### config.mk
export PLATFORM = sky130hd
export DESIGN_NAME = infix_to_postfix_converter_unit_flat
export DESIGN_NICKNAME = d
export VERILOG_FILES = /design/src/rtl/itp_pkg.sv /design/src/rtl/itp_if.sv /design/src/rtl/itp_ram.sv /design/src/rtl/itp_datapath.sv /design/src/rtl/itp_controller.sv /design/src/rtl/infix_to_postfix_converter_unit.sv /design/src/flat_wrapper.sv
export VERILOG_INCLUDE_DIRS = /design/src /design/src/rtl
export SDC_FILE = /design/constraint.sdc
export NUM_CORES = 1
export LEC_CHECK = 0
export ABC_AREA = 1
export BUFFER_PORTS_ARGS = -buffer_cell sky130_fd_sc_hd__buf_2
export CAP_MARGIN = 20
export CORE_ASPECT_RATIO = 0.5
export CORE_UTILIZATION = 56
export CTS_BUF_LIST = sky130_fd_sc_hd__clkbuf_2
export DETAILED_ROUTE_END_ITERATION = 10
export MAX_ROUTING_LAYER = met4
export PLACE_DENSITY = 0.75
export REMOVE_ABC_BUFFERS = 1
export SYNTH_ARGS = -nofsm -noshare
export SYNTH_HDL_FRONTEND = slang
export SYNTH_SLANG_ARGS = --single-unit
### constraint.sdc
create_clock -name clk -period 6.4 [get_ports clk]
set_input_delay 0.64 -clock clk [delete_from_list [all_inputs] [get_ports clk]]
set_output_delay 0.64 -clock clk [all_outputs]
set_load 0.02 [all_outputs]
### src/rtl/infix_to_postfix_converter_unit_assert.svh
// ----------------------------------------------------------------------------
// Assertion macros for the infix-to-postfix converter
// Shared property forms used at the end of the itp_datapath module.
// ----------------------------------------------------------------------------
`ifndef INFIX_TO_POSTFIX_CONVERTER_UNIT_ASSERT_SVH
`define INFIX_TO_POSTFIX_CONVERTER_UNIT_ASSERT_SVH

// Same-cycle implication, disabled while reset is applied
`define ITP_ASSERT_IMP(label, clk, rst_n, ante, cons) \
  label: assert property (@(posedge clk) disable iff (!rst_n) (ante) |-> (cons)) \
    else $error("itp assertion failed");

// Next-cycle implication, disabled while reset is applied
`define ITP_ASSERT_NXT(label, clk, rst_n, ante, cons) \
  label: assert property (@(posedge clk) disable iff (!rst_n) (ante) |=> (cons)) \
    else $error("itp assertion failed");

`endif

### src/rtl/itp_pkg.sv
// ----------------------------------------------------------------------------
// itp_pkg
// Constants, codes and controller/datapath bundles of the infix-to-postfix
// converter.
// ----------------------------------------------------------------------------
package itp_pkg;

  // Operator stack geometry
  localparam int STACK_DEPTH = 32;
  localparam int CNT_W       = $clog2(STACK_DEPTH + 1);
  localparam int PTR_W       = $clog2(STACK_DEPTH);
  localparam int CHAR_W      = 8;

  // ASCII codes of the special characters
  localparam logic [CHAR_W-1:0] CH_LPAR  = 8'h28;
  localparam logic [CHAR_W-1:0] CH_RPAR  = 8'h29;
  localparam logic [CHAR_W-1:0] CH_MUL   = 8'h2A;
  localparam logic [CHAR_W-1:0] CH_PLUS  = 8'h2B;
  localparam logic [CHAR_W-1:0] CH_MINUS = 8'h2D;
  localparam logic [CHAR_W-1:0] CH_DIV   = 8'h2F;

  // Operator precedence ranks
  localparam logic [1:0] RANK_PAREN  = 2'd0;
  localparam logic [1:0] RANK_ADDSUB = 2'd1;
  localparam logic [1:0] RANK_MULDIV = 2'd3;

  typedef enum logic [1:0] {
    ST_OK        = 2'd0,
    ST_UNDERFLOW = 2'd1,
    ST_FULL      = 2'd2
  } status_t;

  typedef enum logic [1:0] {
    CLS_OP    = 2'd0,
    CLS_LPAR  = 2'd1,
    CLS_RPAR  = 2'd2,
    CLS_OTHER = 2'd3
  } cls_t;

  // Source of an emitted result
  typedef enum logic [1:0] {
    SEL_NONE = 2'd0,
    SEL_TOP  = 2'd1,
    SEL_CHAR = 2'd2
  } emit_sel_t;

  // Commands from controller to datapath
  typedef struct packed {
    logic      load;
    logic      push;
    logic      pop;
    logic      set_err;
    logic      clr_err;
    logic      emit;
    logic      finish;
    emit_sel_t sel;
    status_t   status;
  } itp_cmd_t;

  // Status from datapath to controller
  typedef struct packed {
    cls_t cls;
    logic last;
    logic err_seen;
    logic stack_empty;
    logic stack_full;
    logic top_is_lpar;
    logic pop_ok;
    logic out_free;
  } itp_sts_t;

  function automatic logic [1:0] rank_of(input logic [CHAR_W-1:0] c);
    logic [1:0] r;
    r = RANK_PAREN;
    unique case (c) inside
      CH_PLUS, CH_MINUS: r = RANK_ADDSUB;
      CH_MUL, CH_DIV:    r = RANK_MULDIV;
      default:           r = RANK_PAREN;
    endcase
    return r;
  endfunction

  function automatic cls_t class_of(input logic [CHAR_W-1:0] c);
    cls_t k;
    k = CLS_OTHER;
    unique case (c) inside
      CH_PLUS, CH_MINUS, CH_MUL, CH_DIV: k = CLS_OP;
      CH_LPAR:                           k = CLS_LPAR;
      CH_RPAR:                           k = CLS_RPAR;
      default:                           k = CLS_OTHER;
    endcase
    return k;
  endfunction

endpackage

### src/rtl/itp_if.sv
// ----------------------------------------------------------------------------
// itp_in_if / itp_out_if
// Valid/ready channels carrying infix characters in and postfix results out.
// ----------------------------------------------------------------------------
interface itp_in_if;
  logic                       valid;
  logic                       ready;
  logic [itp_pkg::CHAR_W-1:0] char_in;
  logic                       expr_end;

  modport source (output valid, char_in, expr_end, input ready);
  modport sink   (input valid, char_in, expr_end, output ready);
endinterface

interface itp_out_if;
  logic                       valid;
  logic                       ready;
  logic [itp_pkg::CHAR_W-1:0] char_out;
  logic                       has_char;
  itp_pkg::status_t           status;
  logic                       run_last;
  logic                       expr_done;

  modport source (output valid, char_out, has_char, status, run_last, expr_done,
                  input ready);
  modport sink   (input valid, char_out, has_char, status, run_last, expr_done,
                  output ready);
endinterface

### src/rtl/itp_ram.sv
// ----------------------------------------------------------------------------
// itp_ram
// Generic single-write, single-read RAM with registered read data.
// ----------------------------------------------------------------------------
module itp_ram #(
  parameter int WIDTH = 8,
  parameter int DEPTH = 32
) (
  input  logic                     clk,
  input  logic                     we,
  input  logic [$clog2(DEPTH)-1:0] waddr,
  input  logic [WIDTH-1:0]         wdata,
  input  logic [$clog2(DEPTH)-1:0] raddr,
  output logic [WIDTH-1:0]         rdata
);

  logic [WIDTH-1:0] mem [DEPTH];

  // Write port
  always_ff @(posedge clk) begin
    if (we) begin
      mem[waddr] <= wdata;
    end
  end

  // Registered read port
  always_ff @(posedge clk) begin
    rdata <= mem[raddr];
  end

endmodule

### src/rtl/itp_datapath.sv
// ----------------------------------------------------------------------------
// itp_datapath
// Input latch, operator stack (cached top plus RAM), staging slot for the
// newest result, and the output register.
// ----------------------------------------------------------------------------
`include "infix_to_postfix_converter_unit_assert.svh"

module itp_datapath (
  input  logic                       clk,
  input  logic                       rst_n,
  input  itp_pkg::itp_cmd_t          cmd,
  output itp_pkg::itp_sts_t          sts,
  input  logic [itp_pkg::CHAR_W-1:0] in_char_in,
  input  logic                       in_expr_end,
  input  logic                       out_ready,
  output logic                       out_valid,
  output logic [itp_pkg::CHAR_W-1:0] out_char_out,
  output logic                       out_has_char,
  output itp_pkg::status_t           out_status,
  output logic                       out_run_last,
  output logic                       out_expr_done
);
  import itp_pkg::*;

  // Current item
  logic [CHAR_W-1:0] char_r;
  logic              last_r;

  // Stack: top entry in flops, entries below it in RAM
  logic [CNT_W-1:0]  count_r, count_nxt;
  logic [CHAR_W-1:0] top_r, top_eff;
  logic              popped_r;
  logic              err_r, err_nxt;
  logic [CHAR_W-1:0] ram_rdata;
  logic [CNT_W-1:0]  wr_cnt, rd_cnt;
  logic              ram_we;

  // Result staging and output register
  logic              stage_valid_r, stage_valid_nxt;
  logic [CHAR_W-1:0] stage_char_r;
  logic              stage_has_r;
  status_t           stage_status_r;
  logic              out_valid_r, out_valid_nxt;
  logic [CHAR_W-1:0] out_char_r, o_char_nxt;
  logic              out_has_r, o_has_nxt;
  status_t           out_status_r, o_status_nxt;
  logic              out_last_r, o_last_nxt;
  logic              out_done_r, o_done_nxt;
  logic              out_load;
  logic              out_free;

  // New result record
  logic [CHAR_W-1:0] rec_char;
  logic              rec_has;

  // After a pop the new top arrives from the RAM read port
  assign top_eff = popped_r ? ram_rdata : top_r;
  assign out_free = !out_valid_r || out_ready;

  // Spill the old top on a push; keep reading the entry below the top
  assign wr_cnt = count_r - CNT_W'(1);
  assign rd_cnt = count_r - CNT_W'(2);
  assign ram_we = cmd.push && (count_r != '0);

  itp_ram #(
    .WIDTH (CHAR_W),
    .DEPTH (STACK_DEPTH)
  ) u_stack_ram (
    .clk   (clk),
    .we    (ram_we),
    .waddr (wr_cnt[PTR_W-1:0]),
    .wdata (top_eff),
    .raddr (rd_cnt[PTR_W-1:0]),
    .rdata (ram_rdata)
  );

  // Status toward the controller
  always_comb begin
    sts.cls         = class_of(char_r);
    sts.last        = last_r;
    sts.err_seen    = err_r;
    sts.stack_empty = (count_r == '0);
    sts.stack_full  = (count_r == CNT_W'(STACK_DEPTH));
    sts.top_is_lpar = (top_eff == CH_LPAR);
    sts.pop_ok      = (rank_of(char_r) <= rank_of(top_eff));
    sts.out_free    = out_free;
  end

  // Stack depth and error flag
  always_comb begin
    count_nxt = count_r;
    if (cmd.push) begin
      count_nxt = count_r + CNT_W'(1);
    end else if (cmd.pop) begin
      count_nxt = count_r - CNT_W'(1);
    end
    err_nxt = err_r;
    if (cmd.set_err) begin
      err_nxt = 1'b1;
    end else if (cmd.clr_err) begin
      err_nxt = 1'b0;
    end
  end

  // Build the record of a new result
  always_comb begin
    rec_char = '0;
    rec_has  = 1'b0;
    unique case (cmd.sel)
      SEL_TOP: begin
        rec_char = top_eff;
        rec_has  = 1'b1;
      end
      SEL_CHAR: begin
        rec_char = char_r;
        rec_has  = 1'b1;
      end
      SEL_NONE: begin
        rec_char = '0;
        rec_has  = 1'b0;
      end
      default: begin
        rec_char = '0;
        rec_has  = 1'b0;
      end
    endcase
  end

  // Advance staging slot into the output register; mark the last on finish
  always_comb begin
    stage_valid_nxt = stage_valid_r;
    out_valid_nxt   = out_valid_r && !out_ready;
    out_load        = 1'b0;
    o_char_nxt      = stage_char_r;
    o_has_nxt       = stage_has_r;
    o_status_nxt    = stage_status_r;
    o_last_nxt      = 1'b0;
    o_done_nxt      = 1'b0;
    if (cmd.emit) begin
      stage_valid_nxt = 1'b1;
      out_load        = stage_valid_r;
    end else if (cmd.finish) begin
      stage_valid_nxt = 1'b0;
      if (stage_valid_r) begin
        out_load   = 1'b1;
        o_last_nxt = 1'b1;
        o_done_nxt = last_r;
      end else if (last_r) begin
        out_load     = 1'b1;
        o_char_nxt   = '0;
        o_has_nxt    = 1'b0;
        o_status_nxt = ST_OK;
        o_last_nxt   = 1'b1;
        o_done_nxt   = 1'b1;
      end
    end
    if (out_load) begin
      out_valid_nxt = 1'b1;
    end
  end

  // Control registers
  always_ff @(posedge clk) begin
    if (!rst_n) begin
      count_r       <= '0;
      err_r         <= 1'b0;
      popped_r      <= 1'b0;
      stage_valid_r <= 1'b0;
      out_valid_r   <= 1'b0;
    end else begin
      count_r       <= count_nxt;
      err_r         <= err_nxt;
      popped_r      <= cmd.pop;
      stage_valid_r <= stage_valid_nxt;
      out_valid_r   <= out_valid_nxt;
    end
  end

  // Payload registers
  always_ff @(posedge clk) begin
    if (cmd.load) begin
      char_r <= in_char_in;
      last_r <= in_expr_end;
    end
    top_r <= cmd.push ? char_r : top_eff;
    if (cmd.emit) begin
      stage_char_r   <= rec_char;
      stage_has_r    <= rec_has;
      stage_status_r <= cmd.status;
    end
    if (out_load) begin
      out_char_r   <= o_char_nxt;
      out_has_r    <= o_has_nxt;
      out_status_r <= o_status_nxt;
      out_last_r   <= o_last_nxt;
      out_done_r   <= o_done_nxt;
    end
  end

  assign out_valid     = out_valid_r;
  assign out_char_out  = out_char_r;
  assign out_has_char  = out_has_r;
  assign out_status    = out_status_r;
  assign out_run_last  = out_last_r;
  assign out_expr_done = out_done_r;

  // Checks
  `ITP_ASSERT_IMP(a_push_room, clk, rst_n, cmd.push, count_r < CNT_W'(STACK_DEPTH))
  `ITP_ASSERT_IMP(a_pop_nonempty, clk, rst_n, cmd.pop, count_r != '0)
  `ITP_ASSERT_IMP(a_out_slot_free, clk, rst_n, out_load, out_free)
  `ITP_ASSERT_IMP(a_err_stack_empty, clk, rst_n, err_r, count_r == '0)
  `ITP_ASSERT_NXT(a_emit_fills_stage, clk, rst_n, cmd.emit, stage_valid_r)

endmodule

### src/rtl/itp_controller.sv
// ----------------------------------------------------------------------------
// itp_controller
// Sequencer of the shunting-yard steps: decode, pop-while-higher-or-equal, push,
// pop-to-paren, end-of-expression flush and result finish.
// ----------------------------------------------------------------------------
module itp_controller (
  input  logic              clk,
  input  logic              rst_n,
  input  logic              in_valid,
  output logic              in_ready,
  input  itp_pkg::itp_sts_t sts,
  output itp_pkg::itp_cmd_t cmd
);
  import itp_pkg::*;

  typedef enum logic [5:0] {
    S_IDLE   = 6'b000001,
    S_DECODE = 6'b000010,
    S_OPPOP  = 6'b000100,
    S_PUSH   = 6'b001000,
    S_PAREN  = 6'b010000,
    S_END    = 6'b100000
  } state_t;

  state_t state_r, state_nxt;

  assign in_ready = (state_r == S_IDLE);

  // Next state and commands
  always_comb begin
    state_nxt  = state_r;
    cmd        = '0;
    cmd.sel    = SEL_NONE;
    cmd.status = ST_OK;
    unique case (state_r)
      S_IDLE: begin
        if (in_valid) begin
          cmd.load  = 1'b1;
          state_nxt = S_DECODE;
        end
      end
      S_DECODE: begin
        if (sts.err_seen) begin
          // skip to the end of a broken expression, then report it once
          if (!sts.last) begin
            state_nxt = S_IDLE;
          end else if (sts.out_free) begin
            cmd.emit    = 1'b1;
            cmd.status  = ST_UNDERFLOW;
            cmd.clr_err = 1'b1;
            state_nxt   = S_END;
          end
        end else begin
          unique case (sts.cls)
            CLS_OP:   state_nxt = S_OPPOP;
            CLS_LPAR: state_nxt = S_PUSH;
            CLS_RPAR: state_nxt = S_PAREN;
            CLS_OTHER: begin
              if (sts.out_free) begin
                cmd.emit  = 1'b1;
                cmd.sel   = SEL_CHAR;
                state_nxt = S_END;
              end
            end
            default: state_nxt = S_IDLE;
          endcase
        end
      end
      S_OPPOP: begin
        // pop operators of equal or higher rank
        if (!sts.stack_empty && sts.pop_ok) begin
          if (sts.out_free) begin
            cmd.emit = 1'b1;
            cmd.sel  = SEL_TOP;
            cmd.pop  = 1'b1;
          end
        end else begin
          state_nxt = S_PUSH;
        end
      end
      S_PUSH: begin
        if (sts.stack_full) begin
          if (sts.out_free) begin
            cmd.emit   = 1'b1;
            cmd.status = ST_FULL;
            state_nxt  = S_END;
          end
        end else begin
          cmd.push  = 1'b1;
          state_nxt = S_END;
        end
      end
      S_PAREN: begin
        if (sts.stack_empty) begin
          // unmatched close paren
          if (sts.out_free) begin
            cmd.emit    = 1'b1;
            cmd.status  = ST_UNDERFLOW;
            cmd.set_err = !sts.last;
            state_nxt   = S_END;
          end
        end else if (sts.top_is_lpar) begin
          cmd.pop   = 1'b1;
          state_nxt = S_END;
        end else if (sts.out_free) begin
          cmd.emit = 1'b1;
          cmd.sel  = SEL_TOP;
          cmd.pop  = 1'b1;
        end
      end
      S_END: begin
        // flush the stack at the end of the expression, then close the item
        if (sts.out_free) begin
          if (sts.last && !sts.stack_empty) begin
            cmd.emit = 1'b1;
            cmd.sel  = SEL_TOP;
            cmd.pop  = 1'b1;
          end else begin
            cmd.finish = 1'b1;
            state_nxt  = S_IDLE;
          end
        end
      end
      default: state_nxt = S_IDLE;
    endcase
  end

  always_ff @(posedge clk) begin
    if (!rst_n) begin
      state_r <= S_IDLE;
    end else begin
      state_r <= state_nxt;
    end
  end

endmodule

### src/rtl/infix_to_postfix_converter_unit.sv
// ----------------------------------------------------------------------------
// infix_to_postfix_converter_unit
// Shunting-yard converter: infix characters in, postfix characters out.
// ----------------------------------------------------------------------------
// Usage:
//   in_ch  carries one infix character per item (char_in) and expr_end, set
//          on the final character of an expression.
//   out_ch carries results: char_out/has_char, a status code (ok, underflow
//          on an unmatched ')', full stack), run_last on the last result of
//          an input item and expr_done on the last result of the expression.
//   An item may give no result, one, or up to STACK_DEPTH + 1 results.
// Timing:
//   The block works on one item at a time: it latches the item, decodes it,
//   pops and pushes the stack as the item needs (items after an underflow
//   are skipped up to expr_end), flushes the stack at expr_end and closes
//   the item before it is ready again. The stack gives one pop per cycle
//   through the stack RAM read port while the output slot is free. The
//   newest result waits in a staging slot until the next one or the end of
//   the item, then moves into the output register.
// Reset: synchronous, active low; the stack is empty and no result pending.
// Stall: while out_ch is not ready, the held result stays and the sequencer
//   waits on each new result; a new input item is still taken when idle.
// ----------------------------------------------------------------------------
module infix_to_postfix_converter_unit (
  input  logic              clk,
  input  logic              rst_n,
  itp_in_if.sink            in_ch,
  itp_out_if.source         out_ch
);
  import itp_pkg::*;

  itp_cmd_t cmd;
  itp_sts_t sts;

  itp_controller u_ctrl (
    .clk      (clk),
    .rst_n    (rst_n),
    .in_valid (in_ch.valid),
    .in_ready (in_ch.ready),
    .sts      (sts),
    .cmd      (cmd)
  );

  itp_datapath u_dp (
    .clk           (clk),
    .rst_n         (rst_n),
    .cmd           (cmd),
    .sts           (sts),
    .in_char_in    (in_ch.char_in),
    .in_expr_end   (in_ch.expr_end),
    .out_ready     (out_ch.ready),
    .out_valid     (out_ch.valid),
    .out_char_out  (out_ch.char_out),
    .out_has_char  (out_ch.has_char),
    .out_status    (out_ch.status),
    .out_run_last  (out_ch.run_last),
    .out_expr_done (out_ch.expr_done)
  );

endmodule

### src/flat_wrapper.sv
// flat-port wrapper written by rule: the top's interface ports become plain ports
module infix_to_postfix_converter_unit_flat import itp_pkg::*;
  (clk, rst_n, in_ch_valid, in_ch_char_in, in_ch_expr_end, in_ch_ready, out_ch_valid, out_ch_char_out, out_ch_has_char, out_ch_status, out_ch_run_last, out_ch_expr_done, out_ch_ready);
  itp_in_if in_ch_i ();
  itp_out_if out_ch_i ();
  input  logic clk;
  input  logic rst_n;
  input wire logic [$bits(in_ch_i.valid)-1:0] in_ch_valid;
  input wire logic [$bits(in_ch_i.char_in)-1:0] in_ch_char_in;
  input wire logic [$bits(in_ch_i.expr_end)-1:0] in_ch_expr_end;
  output wire logic [$bits(in_ch_i.ready)-1:0] in_ch_ready;
  output wire logic [$bits(out_ch_i.valid)-1:0] out_ch_valid;
  output wire logic [$bits(out_ch_i.char_out)-1:0] out_ch_char_out;
  output wire logic [$bits(out_ch_i.has_char)-1:0] out_ch_has_char;
  output wire logic [$bits(out_ch_i.status)-1:0] out_ch_status;
  output wire logic [$bits(out_ch_i.run_last)-1:0] out_ch_run_last;
  output wire logic [$bits(out_ch_i.expr_done)-1:0] out_ch_expr_done;
  input wire logic [$bits(out_ch_i.ready)-1:0] out_ch_ready;
  assign in_ch_i.valid = in_ch_valid;
  assign in_ch_i.char_in = in_ch_char_in;
  assign in_ch_i.expr_end = in_ch_expr_end;
  assign in_ch_ready = in_ch_i.ready;
  assign out_ch_valid = out_ch_i.valid;
  assign out_ch_char_out = out_ch_i.char_out;
  assign out_ch_has_char = out_ch_i.has_char;
  assign out_ch_status = out_ch_i.status;
  assign out_ch_run_last = out_ch_i.run_last;
  assign out_ch_expr_done = out_ch_i.expr_done;
  assign out_ch_i.ready = out_ch_ready;
  infix_to_postfix_converter_unit u_core (.clk(clk), .rst_n(rst_n), .in_ch(in_ch_i), .out_ch(out_ch_i));
endmodule
=== Word-level counts from Yosys, hierarchy flattened ===
Memory sizes are Yosys's and may differ from the RTL's. A register that Yosys moved wholly into a read port is not among the register bits.
Index checks and enable logic that the tools add are counted.

* Register bits after elaboration: 57
* Bits in writable memories: 256
* Input port bits: 13
* Output and inout port bits: 15
* Logic and storage cells: 160
* Memories kept: 1

{| class="wikitable"
|+ Memory list
! name !! words !! bits a word !! read ports !! clocked after memory_dff !! wr ports !! RTL line !! source
|-
| u_core.u_dp.u_stack_ram.mem || 32 || 8 || 1 || 1 || 1 || itp_ram.sv:17 || <nowiki>logic [WIDTH-1:0] mem [DEPTH];</nowiki>
|}

* Add/subtract/negate cells: 3
* Magnitude comparators: 1
* Equality and inequality tests: 28
* Mux-type cells: 86
* Bitwise logic cells: 1
* Reduce and logical (&&, ||, !) cells: 23

{| class="wikitable"
|+ Operators by type and width
! operator !! count
|-
| $eq A8 B6 Y1 const B || 11
|-
| $mux W6 || 12
|-
| $mux W8 || 6
|-
| $mux W1 || 43
|-
| $pmux W6 S6 || 1
|-
| $mux W2 || 14
|-
| $pmux W6 S4 || 1
|-
| $pmux W8 S2 || 1
|-
| $eq A6 B6 Y1 const B || 2
|-
| $pmux W2 S3 || 2
|-
| $reduce_or A2 Y1 || 6
|-
| $ne A2 B2 Y1 const B || 4
|-
| $pmux W2 S2 || 2
|-
| $pmux W2 S4 || 1
|-
| $add A6 B1 Y6 const B || 1
|-
| $eq A2 B2 Y1 const B || 3
|-
| $eq A6 B1 Y1 const B || 1
|-
| $eq A6 B2 Y1 const B || 1
|-
| $eq A6 B3 Y1 const B || 1
|-
| $eq A6 B4 Y1 const B || 1
|-
| $eq A6 B5 Y1 const B || 1
|-
| $logic_not A6 Y1 || 1
|-
| $reduce_bool A2 Y1 || 3
|-
| $reduce_bool A6 Y1 || 1
|-
| 15 further kinds || 22
|}

=== Depth between registers and ports, before layout ===
Gate-level depths: netlist of the first run.

* Depth in word-level cells: 11
* Depth in mapped cells: 20
* Depth with buffers taken out: 19

=== Modules after synthesis ===
A second synthesis of the first run with hierarchy kept.

* Cell total of the unflattened synthesis: 1,342
* Area total of the unflattened synthesis: 14,094.8 µm²

{| class="wikitable"
|+ By module, submodules not included
! module !! instances !! cells each !! area each (µm²) !! sequential area each (µm²)
|-
| itp_ram || 1 || 922 || 10,786.6 || 7,847.5
|-
| itp_datapath || 1 || 298 || 2,534.9 || 1,351.3
|-
| itp_controller || 1 || 122 || 773.2 || 120.1
|}

=== Worst setup path before layout of the first run ===
No wires, ideal clock.

* Path type: register to register
* Start: register u_core.u_dp.popped_r
* End: register u_core.u_dp.stage_char_r[0], data pin
* Library setup time: 268 ps
* Arrival: 2,948 ps
* Data required time: 6,132 ps
* Setup slack: 3,184 ps
* Cell stages (with the launch flop): 19
* Path buffers: 2
* Clock period less this slack: 3,216 ps
* Path through: dfxtp_1 buf_6 nand2_1 nand2_1 nand2_2 nor2_4 nand3_1 ha_1 inv_1 nor2_1 o21ai_0 nand3_2 nand2_1 nand2_2 o21ai_1 inv_1 ha_1 clkbuf_1 a21oi_1

* Word-level cells in the longest chain between the ends: 10
* Elaborated cells between the ends (all ways): 18
* Those cells by class: order compare (1); eq/ne (7); mux (7); reduce/logical (3)

{| class="wikitable"
|+ RTL lines
! element !! RTL line !! source
|-
| start, declared || itp_datapath.sv:32 || <nowiki>logic popped_r;</nowiki>
|-
| start signal, assigned || itp_datapath.sv:173 || <nowiki>popped_r <= cmd.pop;</nowiki>
|-
| $mux W8 (*) || itp_datapath.sv:57 || <nowiki>assign top_eff = popped_r ? ram_rdata : top_r;</nowiki>
|-
| net u_core.u_dp.top_eff[5] || itp_datapath.sv:31 || <nowiki>logic [CHAR_W-1:0] top_r, top_eff;</nowiki>
|-
| $eq A8 B6 Y1 || itp_datapath.sv:85 || <nowiki>sts.pop_ok = (rank_of(char_r) <= rank_of(top_eff));</nowiki>
|-
| $reduce_or A2 Y1 || itp_pkg.sv:75 || <nowiki>unique case (c) inside</nowiki>
|-
| $pmux W2 S2 || itp_pkg.sv:75 ||
|-
| $le A2 B2 Y1 || itp_datapath.sv:85 ||
|-
| $logic_and A1 B1 Y1 || itp_controller.sv:71 || <nowiki>if (!sts.stack_empty && sts.pop_ok) begin</nowiki>
|-
| $mux W1 || itp_controller.sv:71 ||
|-
| $pmux W2 S4 (*) || itp_controller.sv:35 || <nowiki>unique case (state_r)</nowiki>
|-
| $eq A2 B2 Y1 or $eq A2 B1 Y1 (tied branches) || itp_datapath.sv:109 || <nowiki>unique case (cmd.sel)</nowiki>
|-
| $pmux W8 S2 (*) || itp_datapath.sv:109 ||
|-
| net u_core.u_dp.rec_char[0] || itp_datapath.sv:53 || <nowiki>logic [CHAR_W-1:0] rec_char;</nowiki>
|-
| end signal, assigned || itp_datapath.sv:187 || <nowiki>stage_char_r <= rec_char;</nowiki>
|-
| end, declared || itp_datapath.sv:40 || <nowiki>logic [CHAR_W-1:0] stage_char_r;</nowiki>
|}

The timed path passes the listed nets; every way through them passes the cells marked *.
A chain may end at the register's enable or synchronous reset.

==> impl_metrics.json, run 1 <==
{
  "setup_violations": 0,
  "ios": 28,
  "ant_nets": 0,
  "drt_iter0_markers": 1337,
  "grt_antenna_before_repair": 0,
  "cts_root_buffer": "clkbuf_2",
  "fin_util_pct": 63.10,
  "ys_seq_area_share_pct": 68.75,
  "clkTransAtPathRegs_ns": 0.11,
  "slew_headroom_pct": 28.60,
  "synth_seq_cells": 321,
  "hp-class": "input port to register",
  "finalHoldViolations": 0,
  "fmax_mhz": 222.8,
  "clk_latency_ns": 0.87,
  "cts.sinks": 321,
  "multi_input_area_um2": 3607,
  "start_kind": "register",
  "cts_tree": "yes",
  "wirelength_mm": 32.98,
  "max_stage_delay_ns": 0.79,
  "maxCapViolCount": 0,
  "critPathCaptureType": "register",
  "cts.path.max_buffers": 3,
  "firstDrtPassIters": 5,
  "arrival_ns": 4.96,
  "io_buffer_count": 27,
  "core_area_um2": 23280,
  "p_leak_nw": 5.369,
  "ir_drop_mv": 0.2045,
  "initial_core_util_pct": 58.24,
  "finalCriticalPeriod_ns": 4.489,
  "overflow": 0,
  "cp_max_fo": 34,
  "vias_per_cell": 5.973,
  "finClkSkew_ns": 0.05925,
  "crit_path_cell_trace": "inv_1, nand2_1, nand2_1, inv_1, nand3_1, o21ai_0, nand3_1, ha_1, inv_1, nor2_1, o21ai_0, nand3_2, nand2_1, nand2_2, nand3_2, nand2_1, nand2_1",
  "synth_cell_types": 37,
  "vias": 9604,
  "seqCellArea_um2": 9324,
  "finalMaxSlewViolations": 0,
  "cts-buffers-inserted": 69,
  "fin_crit_sh_pct": 70.14,
  "grt_max_degree": 93,
  "grt_first_pass_wirelength_mm": 51.07,
  "drc": 0,
  "nFillCells": 1731,
  "rsz0062_at_grt": "no",
  "grt_pass1_vias": 9279,
  "holdWs_ns": 0.04982,
  "worst_pin_slew_ns": 1.070,
  "syn_inst": 1194,
  "hpwl_mm": 19.57,
  "syn-cell-area_um2": 13560,
  "die_y_um": 112.0,
  "crit_top_cell": "nand2_1",
  "antenna_cells": 0,
  "crit_type": "register to register",
  "status": "finished, final reports clean",
  "syn_to_final_growth_pct": 8.353,
  "pwr_density_cell_nw_per_um2": 250.3,
  "dieArea_um2": 24870,
  "avgSynthCellArea_um2": 11.35,
  "die_width_um": 222.0,
  "critPathSlowestCell": "inv_1",
  "routabilityCongestion": 0.8652,
  "grt_usage_pct": 27.85,
  "fin_nets": 1278,
  "cts_max_level": 3,
  "ys_warn_count": 0,
  "wl_per_cell_um": 20.51,
  "drive_gt1_share_pct": 13.37,
  "total_power_w": 0.003676,
  "cp_data_required_time_ns": 6.87,
  "cts_resized": 0,
  "fp-row-count": 39
}
-- final timing paths --
kind              slack, ns  depth (start not counted)                             start                           to
hold reg to reg        0.52                          2  u_core.u_dp.u_stack_ram.rdata[3]         u_core.u_dp.top_r[3]
hold / removal         0.05                          2                             rst_n     u_core.u_ctrl.state_r[0]
setup / recovery       1.91                         17              u_core.u_dp.popped_r  u_core.u_dp.out_char_out[1]
setup reg to reg       1.91                         17              u_core.u_dp.popped_r  u_core.u_dp.out_char_out[1]
-- synthesized netlist by cell type --
cell	n	area (µm²)
dlygate4sd1_1	1	8.760
nand3_1	48	240.2
clkbuf_1	27	101.4
nor2_2	2	12.51
nand3_4	2	35.03
nand2_1	108	405.4
o22ai_1	20	125.1
buf_6	3	33.78
o221ai_1	16	140.1
ha_1	12	150.1
a21oi_2	1	8.760
o31ai_1	2	15.01
nand2_2	5	31.28
nand4_4	1	21.27
a21boi_0	1	7.510
o211ai_1	38	285.3
inv_1	78	292.8
edfxtp_1	289	8678
a21oi_1	22	110.1
xor2_1	6	52.55
nand3_2	2	20.02
nor2_1	247	927.1
buf_2	30	150.1
inv_2	2	7.510
nor2_4	2	22.52
nor4_1	1	6.260
nor3_1	1	5.000
o21ai_1	9	45.04
a31oi_1	8	50.05
nand4_1	8	50.05
buf_1	1	3.750
dfxtp_1	32	640.6
clkinv_1	1	3.750
xnor2_1	2	17.52
clkbuf_8	2	27.53
a211oi_1	1	7.510
o21ai_0	163	815.8
-- critical path, delay by kind of cell (launching register included) --
kind	cells	cell delay, ns
AOI/OAI and AO/OA	2	0.35
adders and majority gates	1	0.32
buffers and inverters	3	1.02
DFF	1	0.62
and+or+nand+nor	11	1.78
-- metrics by stage --
step	setup TNS, ns	cell area (µm²)	std cells	setup slack [ns]
6_report	0	14690	1608	1.911
5_1_grt	0	14690	1608	1.508
4_1_cts	0	14580	1603	2.071
3_5_place_dp	0	13890	1475	2.125
3_3_place_gp	0	13820	1472	2.351
2_1_floorplan	-1.337	13230	1130	-0.2325
-- layer usage --
metal,vias up,routed length [µm],global-route usage [%]
li1,4383,-,-
met1,4650,13620,38.18
met2,511,15420,41.15
met3,60,3271,6.649
met4,0,667,9.491
met5,-,0,-
-- final cells by class --
class                   count  share of cell area [%]
flip-flops and latches    321                   63.48
multi-input cells         728                   24.56
clock buffers             107                   3.646
repair buffers             52                   3.135
well taps                 307                   2.615
inverters                  81                   2.079
clock inverters            12                  0.4856
-- sequential cells by signal (all words and copies together), names as in the netlist, 2 cells and up --
register	count
u_core.u_dp.stage_status_r	2
u_core.u_dp.stage_char_r	8
u_core.u_dp.u_stack_ram.rdata	8
u_core.u_dp.char_r	8
u_core.u_ctrl.state_r	6
u_core.u_dp.top_r	8
u_core.u_dp.out_status	2
u_core.u_dp.u_stack_ram.mem	256
u_core.u_dp.out_char_out	8
u_core.u_dp.count_r	6
-- cell usage in the layout, fill, tap and decap left out, drive strengths merged, types with 8 or more instances in the layout --
master and count:
a21oi 23, o211ai 38, edfxtp 289, inv 80, a31oi 8, dfxtp 32, o21ai 172, nand3 52
clkinv 12, o221ai 16, nand4 9, clkbuf 107, nor2 251, nand2 113, buf 43, o22ai 20
ha 12, dlygate4sd3 9
-- power by group --
part | switching (W) | total [W] | leakage (nW) | internal, W
clock | 0.000777 | 0.00125 | 0.484 | 0.000476
sequential | 0.0000149 | 0.00231 | 2.92 | 0.00229
combinational | 0.0000808 | 0.000116 | 1.96 | 0.0000352
-- repair_timing --
action / in CTS / in global routing
buffers inserted: 0 / 0
endpoints found under the hold margin: 9 / 0
hold buffers: 9 / 0
-- logic make-up after synthesis --
logic type,synth area share (%)
fa+ha+maj,1.108
compound gates,11.88
flops,68.75
buf+inv,4.643
simple gates,13.11
xor+xnor,0.5169
Power figures use the tool's default switching activity.
==> run 2: changes to the inputs <==
- clock period: 6.4 -> 4.5 ns (I/O delays scaled with it)
==> impl_metrics.json, run 2 (synthesized netlist as in run 1, its figures left out) <==
{
  "status": "finished, final reports clean",
  "grt_usage_pct": 27.09,
  "finalCriticalPeriod_ns": 4.063,
  "dp.cells": 1477,
  "cts.sinks": 321,
  "vias": 9582,
  "p_leak_nw": 5.371,
  "vias_per_cell": 5.929,
  "initial_core_util_pct": 58.24,
  "seqCellArea_um2": 9324,
  "fin_crit_sh_pct": 90.30,
  "finClkSkew_ns": 0.07102,
  "crit_top_cell": "nand2_1",
  "drt_iter0_markers": 1172,
  "pwr_density_cell_nw_per_um2": 352.9,
  "grt_pass1_vias": 9107,
  "largest_reg_flops": 256,
  "arrival_ns": 4.52,
  "max_stage_delay_ns": 0.74,
  "ios": 28,
  "hpwl_mm": 18.58,
  "cp_data_required_time_ns": 4.96,
  "crit_path_cell_trace": "o21ai_1, inv_1, nand3_1, o21ai_0, nand3_1, ha_1, inv_1, nor2_1, o21ai_0, nand3_2, nand2_1, nand2_2, nand3_2, nand2_1, nand2_1",
  "drive_gt1_share_pct": 13.52,
  "finalHoldViolations": 0,
  "cts-buffers-inserted": 72,
  "slew_headroom_pct": 29.51,
  "cts_tree": "yes",
  "syn_to_final_growth_pct": 8.104,
  "wirelength_mm": 32.24,
  "cts.path.max_buffers": 3,
  "die_width_um": 222.0,
  "io_buffer_count": 27,
  "dpl_cell_area_um2": 13850,
  "critPathSlowestCell": "inv_1",
  "dieArea_um2": 24870,
  "clk_latency_ns": 0.87,
  "final_common_cell": "edfxtp_1",
  "start_kind": "register",
  "rrSetupSlack_ns": 0.44,
  "critPathCaptureType": "register",
  "mostFrequentLayoutCells": "289 x edfxtp_1, 247 x nor2_1, 163 x o21ai_0",
  "drc": 0,
  "cts_max_level": 3,
  "grt_antenna_before_repair": 0,
  "multi_input_area_um2": 3607,
  "crit_type": "register to register",
  "overflow": 0,
  "fp-row-count": 39,
  "stdcell_count": 1616,
  "antenna_cells": 0,
  "core_area_um2": 23280,
  "total_power_w": 0.005172,
  "fin_nets": 1283,
  "die_y_um": 112.0,
  "firstDrtPassIters": 6,
  "maxCapViolCount": 0,
  "fin_util_pct": 62.96,
  "nFillCells": 1743,
  "cp_max_fo": 35,
  "grt_max_degree": 97,
  "fmax_mhz": 246.1,
  "ir_drop_mv": 0.2291,
  "wl_per_cell_um": 19.95,
  "holdWs_ns": 0.1465,
  "post-route-cell-area_um2": 14650,
  "worst_pin_slew_ns": 1.057,
  "top_register": "u_core.u_dp.u_stack_ram.mem",
  "setup_violations": 0,
  "grt_first_pass_wirelength_mm": 49.64,
  "finalMaxSlewViolations": 0,
  "clkTransAtPathRegs_ns": 0.10,
  "post_cts_buffers": 0,
  "cts_root_buffer": "clkbuf_2",
  "ant_nets": 0,
  "hp-class": "input port to register",
  "rsz0062_at_grt": "no",
  "routabilityCongestion": 0.9131,
  "cts_resized": 0
}
-- run 2: final timing paths --
path,cells after the start,end,from
worst min-delay path,7,u_core.u_ctrl.state_r[1],in_ch_valid
worst max register to register,15,u_core.u_dp.out_expr_done,u_core.u_dp.popped_r
worst min register to register,2,u_core.u_dp.top_r[5],u_core.u_dp.top_r[5]
worst max-delay path,15,u_core.u_dp.out_expr_done,u_core.u_dp.popped_r
-- run 2: cell type report --
type	instances	area share [%]
multi-input cells	728	24.62
clock buffers	110	3.757
inverters	81	2.083
clock inverters	15	0.3928
flip-flops and latches	321	63.63
well taps	307	2.621
repair buffers	54	2.903
-- run 2: report_power, final --
part           total [W]  switching [W]  internal (W)
sequential       0.00328      0.0000225       0.00326
combinational   0.000159       0.000111     0.0000489
clock            0.00173        0.00109      0.000641
-- run 2: what timing repair did --
| action | in CTS | in global routing |
|---|---|---|
| endpoints found under the hold margin | 14 | 0 |
| hold buffers | 11 | 0 |
| endpoints found under the setup margin | 0 | 0 |
-- run 2: critical path: cells and delay by family (launching register included) --
family,cells,cell delay (ns)
AND/OR/NAND/NOR,9,1.58
AO/OA/AOI/OAI,3,0.46
flip-flops,1,0.58
buffers and inverters,2,0.80
adder cells (fa/ha/maj),1,0.30
-- run 2: layer usage --
layer | vias up | track usage [%] | share of wire [%]
met3 | 38 | 5.942 | 9.4
met5 | - | - | 0
met1 | 4634 | 37.20 | 43
met2 | 516 | 41.07 | 47
met4 | 0 | 7.731 | 1.1
li1 | 4394 | - | -
-- run 2: metrics by stage --
stage	TNS, ns	worst slack (ns)
after floorplan	-577.03	-2.133
after global placement	0	0.7213
after detailed placement	0	0.5145
after CTS	0	0.5011
after global routing	0	0.02239
final	0	0.4366
